## src/rtl/core/kt_pkg.sv

```systemverilog
// ----------------------------------------------------------------------------
// kt_pkg - keyword token recogniser package
// Sizes, case modes, word view type and the keyword table.
// ----------------------------------------------------------------------------
package kt_pkg;

  localparam int MAX_WORD_LEN = 8;
  localparam int NUM_KEYWORDS = 28;
  localparam int TABLE_SIZE   = 28;
  localparam int KEY_SLOTS    = 8;

  localparam int CHAR_W  = 8;
  localparam int TOKEN_W = 5;
  localparam int COUNT_W = $clog2(MAX_WORD_LEN + 1);
  localparam int KLEN_W  = $clog2(KEY_SLOTS + 1);

  // entries actually searched and byte slots actually compared
  localparam int TABLE_N   = (NUM_KEYWORDS < TABLE_SIZE) ? NUM_KEYWORDS : TABLE_SIZE;
  localparam int CMP_SLOTS = (KEY_SLOTS < MAX_WORD_LEN) ? KEY_SLOTS : MAX_WORD_LEN;

  localparam logic [1:0] MODE_IDLE  = 2'd0;
  localparam logic [1:0] MODE_LOWER = 2'd1;
  localparam logic [1:0] MODE_UPPER = 2'd2;

  localparam logic [CHAR_W-1:0] CASE_OFFSET = 8'h20;

  typedef logic [MAX_WORD_LEN-1:0][CHAR_W-1:0] word_buf_t;

  typedef struct packed {
    word_buf_t          buffer;
    logic [COUNT_W-1:0] count;
    logic               reject;
  } word_view_t;

  // text left-justified: first character in the top byte, zero padded
  localparam logic [8*KEY_SLOTS-1:0] KW_TEXT [TABLE_SIZE] = '{
    {"AFTER", 24'h0}, "ALLOCATE",         {"ALT", 40'h0},    {"AND", 40'h0},
    {"ANY", 40'h0},   {"BYTE", 32'h0},    {"CHAN", 32'h0},   {"DEF", 40'h0},
    {"FALSE", 24'h0}, {"FOR", 40'h0},     {"IF", 48'h0},     {"LOAD", 32'h0},
    {"NOT", 40'h0},   {"NOW", 40'h0},     {"OR", 48'h0},     {"PAR", 40'h0},
    {"PLACED", 16'h0}, {"PORT", 32'h0},   {"PRI", 40'h0},    {"PROC", 32'h0},
    {"SEQ", 40'h0},   {"SKIP", 32'h0},    {"TABLE", 24'h0},  {"TRUE", 32'h0},
    {"VALUE", 24'h0}, {"VAR", 40'h0},     {"WAIT", 32'h0},   {"WHILE", 24'h0}
  };

  localparam logic [KLEN_W-1:0] KW_LEN [TABLE_SIZE] = '{
    4'd5, 4'd8, 4'd3, 4'd3, 4'd3, 4'd4, 4'd4, 4'd3, 4'd5, 4'd3, 4'd2, 4'd4,
    4'd3, 4'd3, 4'd2, 4'd3, 4'd6, 4'd4, 4'd3, 4'd4, 4'd3, 4'd4, 4'd5, 4'd4,
    4'd5, 4'd3, 4'd4, 4'd5
  };

endpackage

```

## src/rtl/core/kt_if.sv

```systemverilog
// ----------------------------------------------------------------------------
// kt_if - channel interfaces
// Character input channel and token result channel, valid/ready.
// ----------------------------------------------------------------------------
interface kt_char_if;
  logic                      valid;
  logic                      ready;
  logic [kt_pkg::CHAR_W-1:0] char_code;
  logic                      word_end;

  modport source (output valid, output char_code, output word_end, input ready);
  modport sink   (input valid, input char_code, input word_end, output ready);
endinterface

interface kt_token_if;
  logic                       valid;
  logic                       ready;
  logic [kt_pkg::TOKEN_W-1:0] token_code;
  logic                       is_keyword;

  modport source (output valid, output token_code, output is_keyword, input ready);
  modport sink   (input valid, input token_code, input is_keyword, output ready);
endinterface

```

## src/rtl/core/kt_word_state.sv

```systemverilog
// ----------------------------------------------------------------------------
// kt_word_state - word buffer and case tracking
// Folds and stores each accepted character, tracks case mode, length and rejection.
// ----------------------------------------------------------------------------
module kt_word_state (
  input  logic                      clk,
  input  logic                      rst,
  input  logic                      step,
  input  logic                      word_end,
  input  logic [kt_pkg::CHAR_W-1:0] char_code,
  output kt_pkg::word_view_t        view
);
  import kt_pkg::*;

  word_buf_t          word_buffer;
  logic [COUNT_W-1:0] char_count;
  logic [1:0]         case_mode;
  logic               reject_flag;

  word_buf_t          word_buffer_next;
  logic [COUNT_W-1:0] char_count_next;
  logic [1:0]         case_mode_next;
  logic               reject_flag_next;

  logic              is_low;
  logic              is_up;
  logic              store;
  logic [CHAR_W-1:0] folded;

  assign is_low = (char_code >= 8'h61) && (char_code <= 8'h7A);
  assign is_up  = (char_code >= 8'h41) && (char_code <= 8'h5A);

  always_comb begin
    word_buffer_next = word_buffer;
    char_count_next  = char_count;
    case_mode_next   = case_mode;
    reject_flag_next = reject_flag;
    store            = 1'b0;
    folded           = char_code;
    if (!reject_flag) begin
      if (int'(char_count) >= MAX_WORD_LEN) begin
        reject_flag_next = 1'b1;
      end else if (char_count == '0) begin
        store = 1'b1;
        if (is_low) begin
          case_mode_next = MODE_LOWER;
          folded         = char_code - CASE_OFFSET;
        end else begin
          case_mode_next = MODE_UPPER;
        end
      end else begin
        case (case_mode)
          MODE_LOWER: begin
            if (is_low) begin
              store  = 1'b1;
              folded = char_code - CASE_OFFSET;
            end else begin
              reject_flag_next = 1'b1;
            end
          end
          default: begin
            if (is_up) store = 1'b1;
            else reject_flag_next = 1'b1;
          end
        endcase
      end
    end
    if (store) begin
      for (int j = 0; j < MAX_WORD_LEN; j++) begin
        if (int'(char_count) == j) word_buffer_next[j] = folded;
      end
      char_count_next = char_count + COUNT_W'(1);
    end
  end

  assign view.buffer = word_buffer_next;
  assign view.count  = char_count_next;
  assign view.reject = reject_flag_next;

  // state returns to empty after each final character
  always_ff @(posedge clk) begin
    if (rst) begin
      word_buffer <= '0;
      char_count  <= '0;
      case_mode   <= MODE_IDLE;
      reject_flag <= 1'b0;
    end else if (step) begin
      if (word_end) begin
        word_buffer <= '0;
        char_count  <= '0;
        case_mode   <= MODE_IDLE;
        reject_flag <= 1'b0;
      end else begin
        word_buffer <= word_buffer_next;
        char_count  <= char_count_next;
        case_mode   <= case_mode_next;
        reject_flag <= reject_flag_next;
      end
    end
  end

endmodule

```

## src/rtl/core/kt_matcher.sv

```systemverilog
// ----------------------------------------------------------------------------
// kt_matcher - parallel keyword compare
// Compares the folded word against every table entry at once.
// ----------------------------------------------------------------------------
module kt_matcher (
  input  kt_pkg::word_view_t         view,
  output logic [kt_pkg::TOKEN_W-1:0] token_code,
  output logic                       is_keyword
);
  import kt_pkg::*;

  logic [TABLE_N-1:0] hit;

  // unused buffer bytes and table padding are both zero, so length plus a
  // full-slot compare is an exact match
  always_comb begin
    for (int i = 0; i < TABLE_N; i++) begin
      hit[i] = !view.reject && (int'(view.count) == int'(KW_LEN[i]));
      for (int j = 0; j < CMP_SLOTS; j++) begin
        if (KW_TEXT[i][8*KEY_SLOTS-1-8*j -: 8] != view.buffer[j]) hit[i] = 1'b0;
      end
    end
  end

  // lowest index wins
  always_comb begin
    token_code = TOKEN_W'(NUM_KEYWORDS);
    is_keyword = 1'b0;
    for (int i = TABLE_N - 1; i >= 0; i--) begin
      if (hit[i]) begin
        token_code = TOKEN_W'(i);
        is_keyword = 1'b1;
      end
    end
  end

endmodule

```

## src/rtl/core/keyword_token_recognizer_core.sv

```systemverilog
// ----------------------------------------------------------------------------
// keyword_token_recognizer_core - keyword token recogniser top level
// Input register, word state update with parallel compare, result register.
// ----------------------------------------------------------------------------
// path: a final character passes the input register and then the result register to reach its token
// throughput: one character per cycle; the input register and word state
//   stall only while a final character meets an untaken token
// reset: synchronous rst empties both registers and the word state
module keyword_token_recognizer_core (
  input  logic       clk,
  input  logic       rst,
  kt_char_if.sink    char_ch,
  kt_token_if.source token_ch
);
  import kt_pkg::*;

  logic              s1_valid;
  logic [CHAR_W-1:0] s1_char;
  logic              s1_end;

  logic               out_valid;
  logic [TOKEN_W-1:0] out_code;
  logic               out_kw;

  logic               s1_stall;
  logic               step;
  word_view_t         view;
  logic [TOKEN_W-1:0] match_code;
  logic               match_kw;

  assign s1_stall      = s1_valid && s1_end && out_valid && !token_ch.ready;
  assign step          = s1_valid && !s1_stall;
  assign char_ch.ready = !s1_stall;

  always_ff @(posedge clk) begin
    if (rst) begin
      s1_valid <= 1'b0;
    end else if (char_ch.ready) begin
      s1_valid <= char_ch.valid;
    end
  end

  always_ff @(posedge clk) begin
    if (char_ch.valid && char_ch.ready) begin
      s1_char <= char_ch.char_code;
      s1_end  <= char_ch.word_end;
    end
  end

  kt_word_state u_state (
    .clk       (clk),
    .rst       (rst),
    .step      (step),
    .word_end  (s1_end),
    .char_code (s1_char),
    .view      (view)
  );

  kt_matcher u_match (
    .view       (view),
    .token_code (match_code),
    .is_keyword (match_kw)
  );

  always_ff @(posedge clk) begin
    if (rst) begin
      out_valid <= 1'b0;
    end else if (step && s1_end) begin
      out_valid <= 1'b1;
    end else if (token_ch.ready) begin
      out_valid <= 1'b0;
    end
  end

  always_ff @(posedge clk) begin
    if (step && s1_end) begin
      out_code <= match_code;
      out_kw   <= match_kw;
    end
  end

  assign token_ch.valid      = out_valid;
  assign token_ch.token_code = out_code;
  assign token_ch.is_keyword = out_kw;

endmodule

```

## src/flat_wrapper.sv

```systemverilog
// flat-port wrapper written by rule: the top's interface ports become plain ports
module keyword_token_recognizer_core_flat import kt_pkg::*;
  (clk, rst, char_ch_valid, char_ch_char_code, char_ch_word_end, char_ch_ready, token_ch_valid, token_ch_token_code, token_ch_is_keyword, token_ch_ready);
  kt_char_if char_ch_i ();
  kt_token_if token_ch_i ();
  input  logic clk;
  input  logic rst;
  input wire logic [$bits(char_ch_i.valid)-1:0] char_ch_valid;
  input wire logic [$bits(char_ch_i.char_code)-1:0] char_ch_char_code;
  input wire logic [$bits(char_ch_i.word_end)-1:0] char_ch_word_end;
  output wire logic [$bits(char_ch_i.ready)-1:0] char_ch_ready;
  output wire logic [$bits(token_ch_i.valid)-1:0] token_ch_valid;
  output wire logic [$bits(token_ch_i.token_code)-1:0] token_ch_token_code;
  output wire logic [$bits(token_ch_i.is_keyword)-1:0] token_ch_is_keyword;
  input wire logic [$bits(token_ch_i.ready)-1:0] token_ch_ready;
  assign char_ch_i.valid = char_ch_valid;
  assign char_ch_i.char_code = char_ch_char_code;
  assign char_ch_i.word_end = char_ch_word_end;
  assign char_ch_ready = char_ch_i.ready;
  assign token_ch_valid = token_ch_i.valid;
  assign token_ch_token_code = token_ch_i.token_code;
  assign token_ch_is_keyword = token_ch_i.is_keyword;
  assign token_ch_i.ready = token_ch_ready;
  keyword_token_recognizer_core u_core (.clk(clk), .rst(rst), .char_ch(char_ch_i), .token_ch(token_ch_i));
endmodule
```

## config.mk

```make
export PLATFORM = sky130hd
export DESIGN_NAME = keyword_token_recognizer_core_flat
export DESIGN_NICKNAME = d
export VERILOG_FILES = /design/src/rtl/core/kt_pkg.sv /design/src/rtl/core/kt_if.sv /design/src/rtl/core/kt_word_state.sv /design/src/rtl/core/kt_matcher.sv /design/src/rtl/core/keyword_token_recognizer_core.sv /design/src/flat_wrapper.sv
export SDC_FILE = /design/constraint.sdc
export NUM_CORES = 1
export LEC_CHECK = 0
export BUFFER_PORTS_ARGS = -buffer_cell sky130_fd_sc_hd__buf_2
export CAP_MARGIN = 0
export CORE_MARGIN = 2
export CORE_UTILIZATION = 45
export CTS_CLUSTER_SIZE = 24
export DETAILED_ROUTE_END_ITERATION = 10
export GPL_TIMING_DRIVEN = 0
export SYNTH_ARGS = -nofsm -noshare
export SYNTH_HDL_FRONTEND = slang
export SYNTH_SLANG_ARGS = --single-unit
```

## constraint.sdc

```tcl
create_clock -name clk -period 4.9 [get_ports clk]
set_input_delay 1.225 -clock clk [delete_from_list [all_inputs] [get_ports clk]]
set_output_delay 1.225 -clock clk [all_outputs]
set_load 0.01 [all_outputs]
```

==> results of run 1 <==
## where the power goes
part           leakage (nW)  total (mW)  internal, mW  switching, mW
Combinational          1.31       0.181        0.0447          0.136
Clock                 0.153       0.720         0.426          0.293
Sequential            0.734       0.755         0.744         0.0106
## state kept, by name, summed over array words and instances (netlist names), 2 cells and up
signal	cells
u_core.u_state.char_count	4
u_core.u_state.case_mode	2
u_core.token_ch.token_code	5
u_core.u_state.word_buffer	64
u_core.s1_char	8
## synth_stat cells (3+ instances only)
master     count
a2111oi_0      5
a211oi_1       4
a21o_1         3
a21oi_1       20
a22oi_1       61
a31oi_1        9
a32oi_1        5
and2_1         7
and3_1         9
buf_1          6
buf_2          4
buf_6          4
clkbuf_1      30
dfxtp_1       73
edfxtp_1      15
ha_1           6
inv_1         16
mux2_2         6
mux2i_1       16
nand2_1       46
nand2b_1      13
nand3_1       33
nand3b_1       3
nand4_1       15
nor2_1       141
nor2b_1       18
nor3_1        35
nor3b_1        3
nor4_1        28
nor4b_1        8
o2111ai_1      3
o211ai_1       6
o21ai_0       24
o21ai_1       12
o22ai_1        5
o31ai_1        8
or2_2          6
or3_1         11
or4_1          8
## area by class of cell
type	count	area (µm²)
timing repair buffer	24	130
clock inverter	5	61.3
clock buffer	11	253
inverter	16	60.1
multi-input combinational	625	3790
tap	172	215
sequential	88	1910
buffer	45	209
fill	1270	6090
## stage by stage
| stage | TNS, ns | area, µm² | std cells | setup WS, ns | hold slack (ns) |
|---|---|---|---|---|---|
| final | 0 | 6630 | 986 | 0.208 | 0.499 |
| after global routing | -0.000956 | 6630 | 986 | -0.000956 | 0.533 |
| after CTS | 0 | 6580 | 982 | 0.0584 | 0.498 |
| after detailed placement | -1.33 | 6250 | 966 | -0.353 | 0.482 |
| after global placement | -2.49 | 6240 | 965 | -0.560 | 0.457 |
| after floorplan | 0 | 5930 | 774 | 1.10 | 0.447 |
## repair_timing
action / 4_1_cts / 5_1_grt
endpoints found under the setup margin: 6 / 6
pin swaps: 0 / 2
hold buffers: 0 / 0
setup buffers: 0 / 4
resized for setup: 4 / 8
## layer usage
metal  vias up  share of wire (%)  track usage [%]
met3        83                 10             7.57
li1       2997                  -                -
met5         -                  0                0
met1      3130                 41             45.6
met2       424                 44             51.9
met4         0                4.9             16.3
## placed cells by master, fill, tap and decap left out, types with 5 or more instances in the layout
cell / netlist / routed
nor2_1: 141 / 141
dfxtp_1: 73 / 73
inv_1: 16 / 16
a32oi_1: 5 / 5
nand4_1: 15 / 15
or2_2: 6 / 6
clkbuf_1: 30 / 29
nand2b_1: 13 / 13
nand2_1: 46 / 46
buf_1: 6 / 6
o21ai_1: 12 / 12
and2_1: 7 / 7
buf_4: 1 / 5
mux2i_1: 16 / 15
o21ai_0: 24 / 23
edfxtp_1: 15 / 15
clkbuf_16: 0 / 9
o211ai_1: 6 / 6
nor4_1: 28 / 28
nor3_1: 35 / 35
and3_1: 9 / 9
o22ai_1: 5 / 5
or4_1: 8 / 8
buf_2: 4 / 24
mux2_2: 6 / 6
o31ai_1: 8 / 6
ha_1: 6 / 6
nand3_1: 33 / 33
a31oi_1: 9 / 9
a22oi_1: 61 / 61
a21oi_1: 20 / 20
nor4b_1: 8 / 8
nor2b_1: 18 / 18
or3_1: 11 / 11
## worst max path at each step
| stage | start | endpoint | slack, ns | cells after the start |
|---|---|---|---|---|
| finish | u_core.s1_char[5] | u_core.token_ch.is_keyword | 0.21 | 14 |
| global route | u_core.s1_char[5] | u_core.token_ch.is_keyword | -0.001 | 14 |
| CTS | u_core.s1_char[5] | u_core.token_ch.token_code[2] | 0.06 | 13 |
| detailed placement | u_core.s1_char[5] | u_core.token_ch.token_code[2] | -0.35 | 13 |
| global placement | u_core.s1_char[5] | u_core.token_ch.token_code[2] | -0.56 | 13 |
| floorplan | u_core.s1_char[5] | u_core.token_ch.is_keyword | 1.10 | 14 |
## cell families (layout without fill, tap and decap cells)
kind of cell             count (synthesis)  after routing  synth area share, %
AND/OR/NAND/NOR                        403            403                 35.0
AO/OA/AOI/OAI                          193            193                 23.0
flip-flops                              88             88                 32.2
buffers and inverters                   61            101                 4.51
multiplexers                            22             22                 3.84
adder cells (fa/ha/maj)                  6              6                 1.27
XOR/XNOR                                 1              1                0.148
## worst max-delay path: cells and delay by family (launching register included)
| family | cells | cell delay (ns) |
|---|---|---|
| and+or+nand+nor | 6 | 2.11 |
| DFF | 1 | 0.40 |
| buffers and inverters | 3 | 0.64 |
| AOI/OAI and AO/OA | 4 | 1.09 |
| adders and majority gates | 1 | 0.19 |
==> summary.txt, run 1 <==
STA
  • Fmax: between 200 and 250 MHz
  • Post-layout min period: 4.69 ns
  • Slew HR: 30.4%
  • Layout Skew: 0.00676 ns
  • Tcrit/Tclk final: between 90% and 100%
  • Worst-margin pin slew: 1.03 ns
  • Max Slew Vio Count: 0
  • Setup-failing EPs final: 0
  • Final hold vios: 0

Place
  • Placer Congestion: 1.02
  • Port Buffer Count: 19
  • Post-DP HPWL: around 19000 µm

Detailed routing
  • Starting DRT DRC Count: 710
  • # DRC: 0
  • Via Count: 6634
  • Vias per cell: 6.73
  • Routed wire length: 24100 µm
  • DR pass1 iterations: 5
  • Antenna Nets Post-Route: 0
  • Routed length per placed instance: 24.4 µm

Critical path
  • Worst R2R End: u_core.token_ch.is_keyword
  • Largest fanout on the critical path: 10
  • Critical path class: register to register
  • Critical Path AT: 4.79 ns
  • R2R depth: 14
  • Crit path cell chain: clkbuf_2 -> inv_1 -> ha_1 -> nand2_1 -> o32a_1 -> o21a_1 -> buf_6 -> nor3_1 -> nor3b_1 -> o21ai_0 -> or4_1 -> a21bo_1 -> or4b_1 -> or3_1
  • R2R setup slack: 0.21 ns
  • Critical-path top delay cell: nor3_1
  • CP Launch Type: register
  • Largest stage delay, worst path: 0.81 ns
  • Critical path capture point type: register
  • FF-to-FF Start: u_core.s1_char[5]
  • Critical Path RT: 4.99 ns

Logic synthesis
  • Mapped cell area: a little under 0.006 mm²
  • Synth area leaders: dfxtp_1, nor2_1, a22oi_1
  • Post-synth EDFFs: 15
  • Post-Syn Nets: 793
  • Top cell type's share of synthesized area: 24.6%
  • Cells after synthesis: 774
  • Yosys reg bits: 88
  • Mean Syn Cell Area: 7.66 µm²
  • FFs w/ async S/R, synth: 0%
  • Yosys warns: 0
  • Yosys top cell by area: dfxtp_1
  • Cell variety after synth: 74
  • Register area share after synthesis: 32.2%
  • Dominant synthesized flop cell: dfxtp_1

Finish
  • Area growth from synthesis to layout: 11.8%
  • Nets: 828
  • N_diodes: 0
  • Layout Utilization: 52.1%
  • Fraction of layout cells with a size suffix above 1: under 10%

Run
  • Max cap viols: 0

Power
  • Total Power: 1.66 mW
  • Power per standard cell area: 250 mW/mm²
  • Leakage: 2.20 nW
  • VDD IR max: 268 µV

Global routing
  • GRT overflow: 0
  • Vias in the first global route: 6068
  • Total GRT Usage: 34.1%
  • Antenna violations before repair: 0
  • Global-route wire length before repair: roughly 36000 µm
  • Largest net degree at the start of global routing: 16

Clock network
  • Clk root buf: clkbuf_16
  • Clock-pin slew on the worst setup and hold paths: 0.06 ns
  • CTS H-tree lvls: 3
  • # clock sinks: 88
  • CTS tree: yes
  • Later-pin clock latency in the skew report: 0.35 ns
  • TritonCTS Buffers: 9
  • CTS Buffer Depth: 2

Worst hold path
  • WHS Path Cells: 2
  • HP Class: register to register
  • HP Start: u_core.u_state.case_mode[0]
  • Hold EP: u_core.u_state.case_mode[0]

Floorplan
  • I/O Pins: 21
  • Initial Util: 46.6%
  • Die height: 119 µm
  • Die boundary width: 119 µm
  • Core area: approximately 0.013 mm²
  • Area of the die: 0.0141 mm²
  • FP Rows: 41

Run status
  • Status: finished clean
Note: power is estimated with default switching activity, not from simulation.
==> run 2: changes to the inputs <==
- clock period: 4.9 -> 5.9 ns (I/O delays scaled with it)
==> summary.txt, run 2 (synthesized netlist as in run 1, its figures left out) <==
Finish
  • Most frequent cells in the layout: nor2_1, dfxtp_1, a22oi_1, nand2_1, nor3_1
  • Top reg by flops: u_core.u_state.word_buffer
  • Fraction of layout cells with a size suffix above 1: approximately 8.5%
  • Most common cell after layout, fill and taps aside: nor2_1
  • Layout Utilization: 51.6%
  • N_diodes: 0
  • Max FFs per register: 64
  • Fill cells: between 1k and 1.5k
  • Area growth from synthesis to layout: 10.6%
  • Nets: 824
  • Final Non-Filler Cells: approximately 980

Detailed routing
  • DR pass1 iterations: 6
  • Top layer reached by signal wires: met4
  • Routed wire length: 23900 µm
  • Starting DRT DRC Count: around 820
  • Met3 routed WL: approximately 2400 µm
  • Met2 wire len: 10600 µm
  • Via Count: 6615
  • Routed length per placed instance: 24.3 µm
  • Vias per cell: 6.74
  • # DRC: 0
  • Antenna Nets Post-Route: 0
  • Metal1 wirelength: 9740 µm

Run
  • Max cap viols: 0

Clock network
  • Post CTS Setup Buffer Count: 0
  • # clock sinks: 88
  • Clock-pin slew on the worst setup and hold paths: 0.06 ns
  • TritonCTS Buffers: 9
  • CTS Buffer Depth: 2
  • Clk root buf: clkbuf_16
  • CTS tree: yes
  • CTS H-tree lvls: 3
  • Later-pin clock latency in the skew report: roughly 0.36 ns
  • CTS resizes: 0
  • CTS Hold Bufs: 0

Critical path
  • CP Launch Type: register
  • R2R depth: 13
  • Crit path cell chain: clkbuf_1 -> inv_1 -> ha_1 -> nor4_1 -> o21ai_0 -> o31ai_1 -> nand2_1 -> o32ai_1 -> nand2b_1 -> a2111oi_0 -> o21ai_0 -> or3b_2 -> a211oi_1
  • Critical path capture point type: register
  • Critical Path AT: about 5.7 ns
  • Largest stage delay, worst path: about 0.77 ns
  • Critical-path top delay cell: o31ai_1
  • Critical path class: register to register
  • Worst R2R End: u_core.token_ch.token_code[2]
  • Largest fanout on the critical path: 10
  • FF-to-FF Start: u_core.s1_char[5]
  • Critical Path RT: 5.97 ns
  • R2R setup slack: 0.31 ns
  • Most common cell on crit path: o21ai_0

Global routing
  • Total GRT Usage: roughly a third
  • Vias in the first global route: 6075
  • GRT overflow: 0
  • Global-route wire length before repair: 36400 µm
  • Antenna violations before repair: 0
  • Largest net degree at the start of global routing: 16

STA
  • Total negative slack: 0 ns
  • Post-layout min period: 5.59 ns
  • Slew HR: 10.2%
  • Fmax: 179 MHz
  • Worst-margin pin slew: 1.31 ns
  • Setup-failing EPs final: 0
  • Tcrit/Tclk final: a little over nine tenths
  • Max Slew Vio Count: 0
  • Worst hold slack: 0.496 ns
  • Layout Skew: 0.00771 ns
  • Final hold vios: 0
  • RSZ-0062 raised after global routing: false

Worst hold path
  • Hold EP: u_core.u_state.case_mode[0]
  • WHS Path Cells: 2
  • HP Class: register to register
  • HP Start: u_core.u_state.case_mode[0]

Floorplan
  • FP Rows: 41
  • Die boundary width: 119 µm
  • Area of the die: 0.0141 mm²
  • I/O Pins: 21
  • Initial Util: between 40% and 50%
  • Die height: 119 µm
  • Core area: 0.0127 mm²

Place
  • Post-DP HPWL: 18700 µm
  • Placer Congestion: about 1.0
  • Port Buffer Count: 19
  • Placed cells: roughly 970

Power
  • VDD IR max: 222 µV
  • Leakage: ~2.2 nW
  • Total Power: 1.37 mW
  • Power per standard cell area: 209 mW/mm²

Run status
  • Status: finished clean
run 2: worst max path at each step:
stage	startpoint	to	slack, ns	depth (start not counted)
finish	u_core.s1_char[5]	u_core.token_ch.token_code[2]	0.31	13
global route	u_core.s1_char[5]	u_core.token_ch.token_code[2]	0.14	13
CTS	u_core.s1_char[5]	u_core.token_ch.token_code[2]	0.61	13
detailed placement	u_core.s1_char[5]	u_core.token_ch.token_code[2]	0.65	13
global placement	u_core.s1_char[5]	u_core.token_ch.token_code[2]	0.44	13
floorplan	u_core.s1_char[5]	u_core.token_ch.is_keyword	2.10	14
run 2: cell type report:
cell class	instances	area (µm²)	area share [%]
Multi-Input combinational cell	625	3750	57.2
Sequential cell	88	1910	29.1
Clock buffer	11	253	3.85
Tap cell	172	215	3.28
Buffer	45	208	3.17
Timing Repair Buffer	20	100	1.53
Clock inverter	5	61.3	0.934
Inverter	16	60.1	0.915
run 2: power by group:
group	leakage (nW)	switching (mW)	internal, mW	total [mW]
sequential	0.734	0.00883	0.618	0.627
clock	0.153	0.245	0.354	0.599
combinational	1.29	0.110	0.0351	0.145
total	2.17	0.364	1.01	1.37
run 2: critical path: cells and delay by family (launching register included):
family | cells | cell delay, ns
compound gates | 6 | 2.87
fa+ha+maj | 1 | 0.38
buf+inv | 2 | 0.62
flops | 1 | 0.36
simple gates | 4 | 1.08
run 2: metal layers:
layer | vias up | track usage (%)
li1 | 2991 | -
met3 | 80 | 7.81
met5 | - | 0
met2 | 433 | 52.2
met1 | 3111 | 45.7
met4 | 0 | 15.8
run 2: stage by stage:
stage / area [µm²] / setup WS, ns
5_1_grt: 6560 / 0.144
3_3_place_gp: 6240 / 0.440
6_report: 6560 / 0.311
2_1_floorplan: 5930 / 2.10
3_5_place_dp: 6250 / 0.647
4_1_cts: 6560 / 0.611
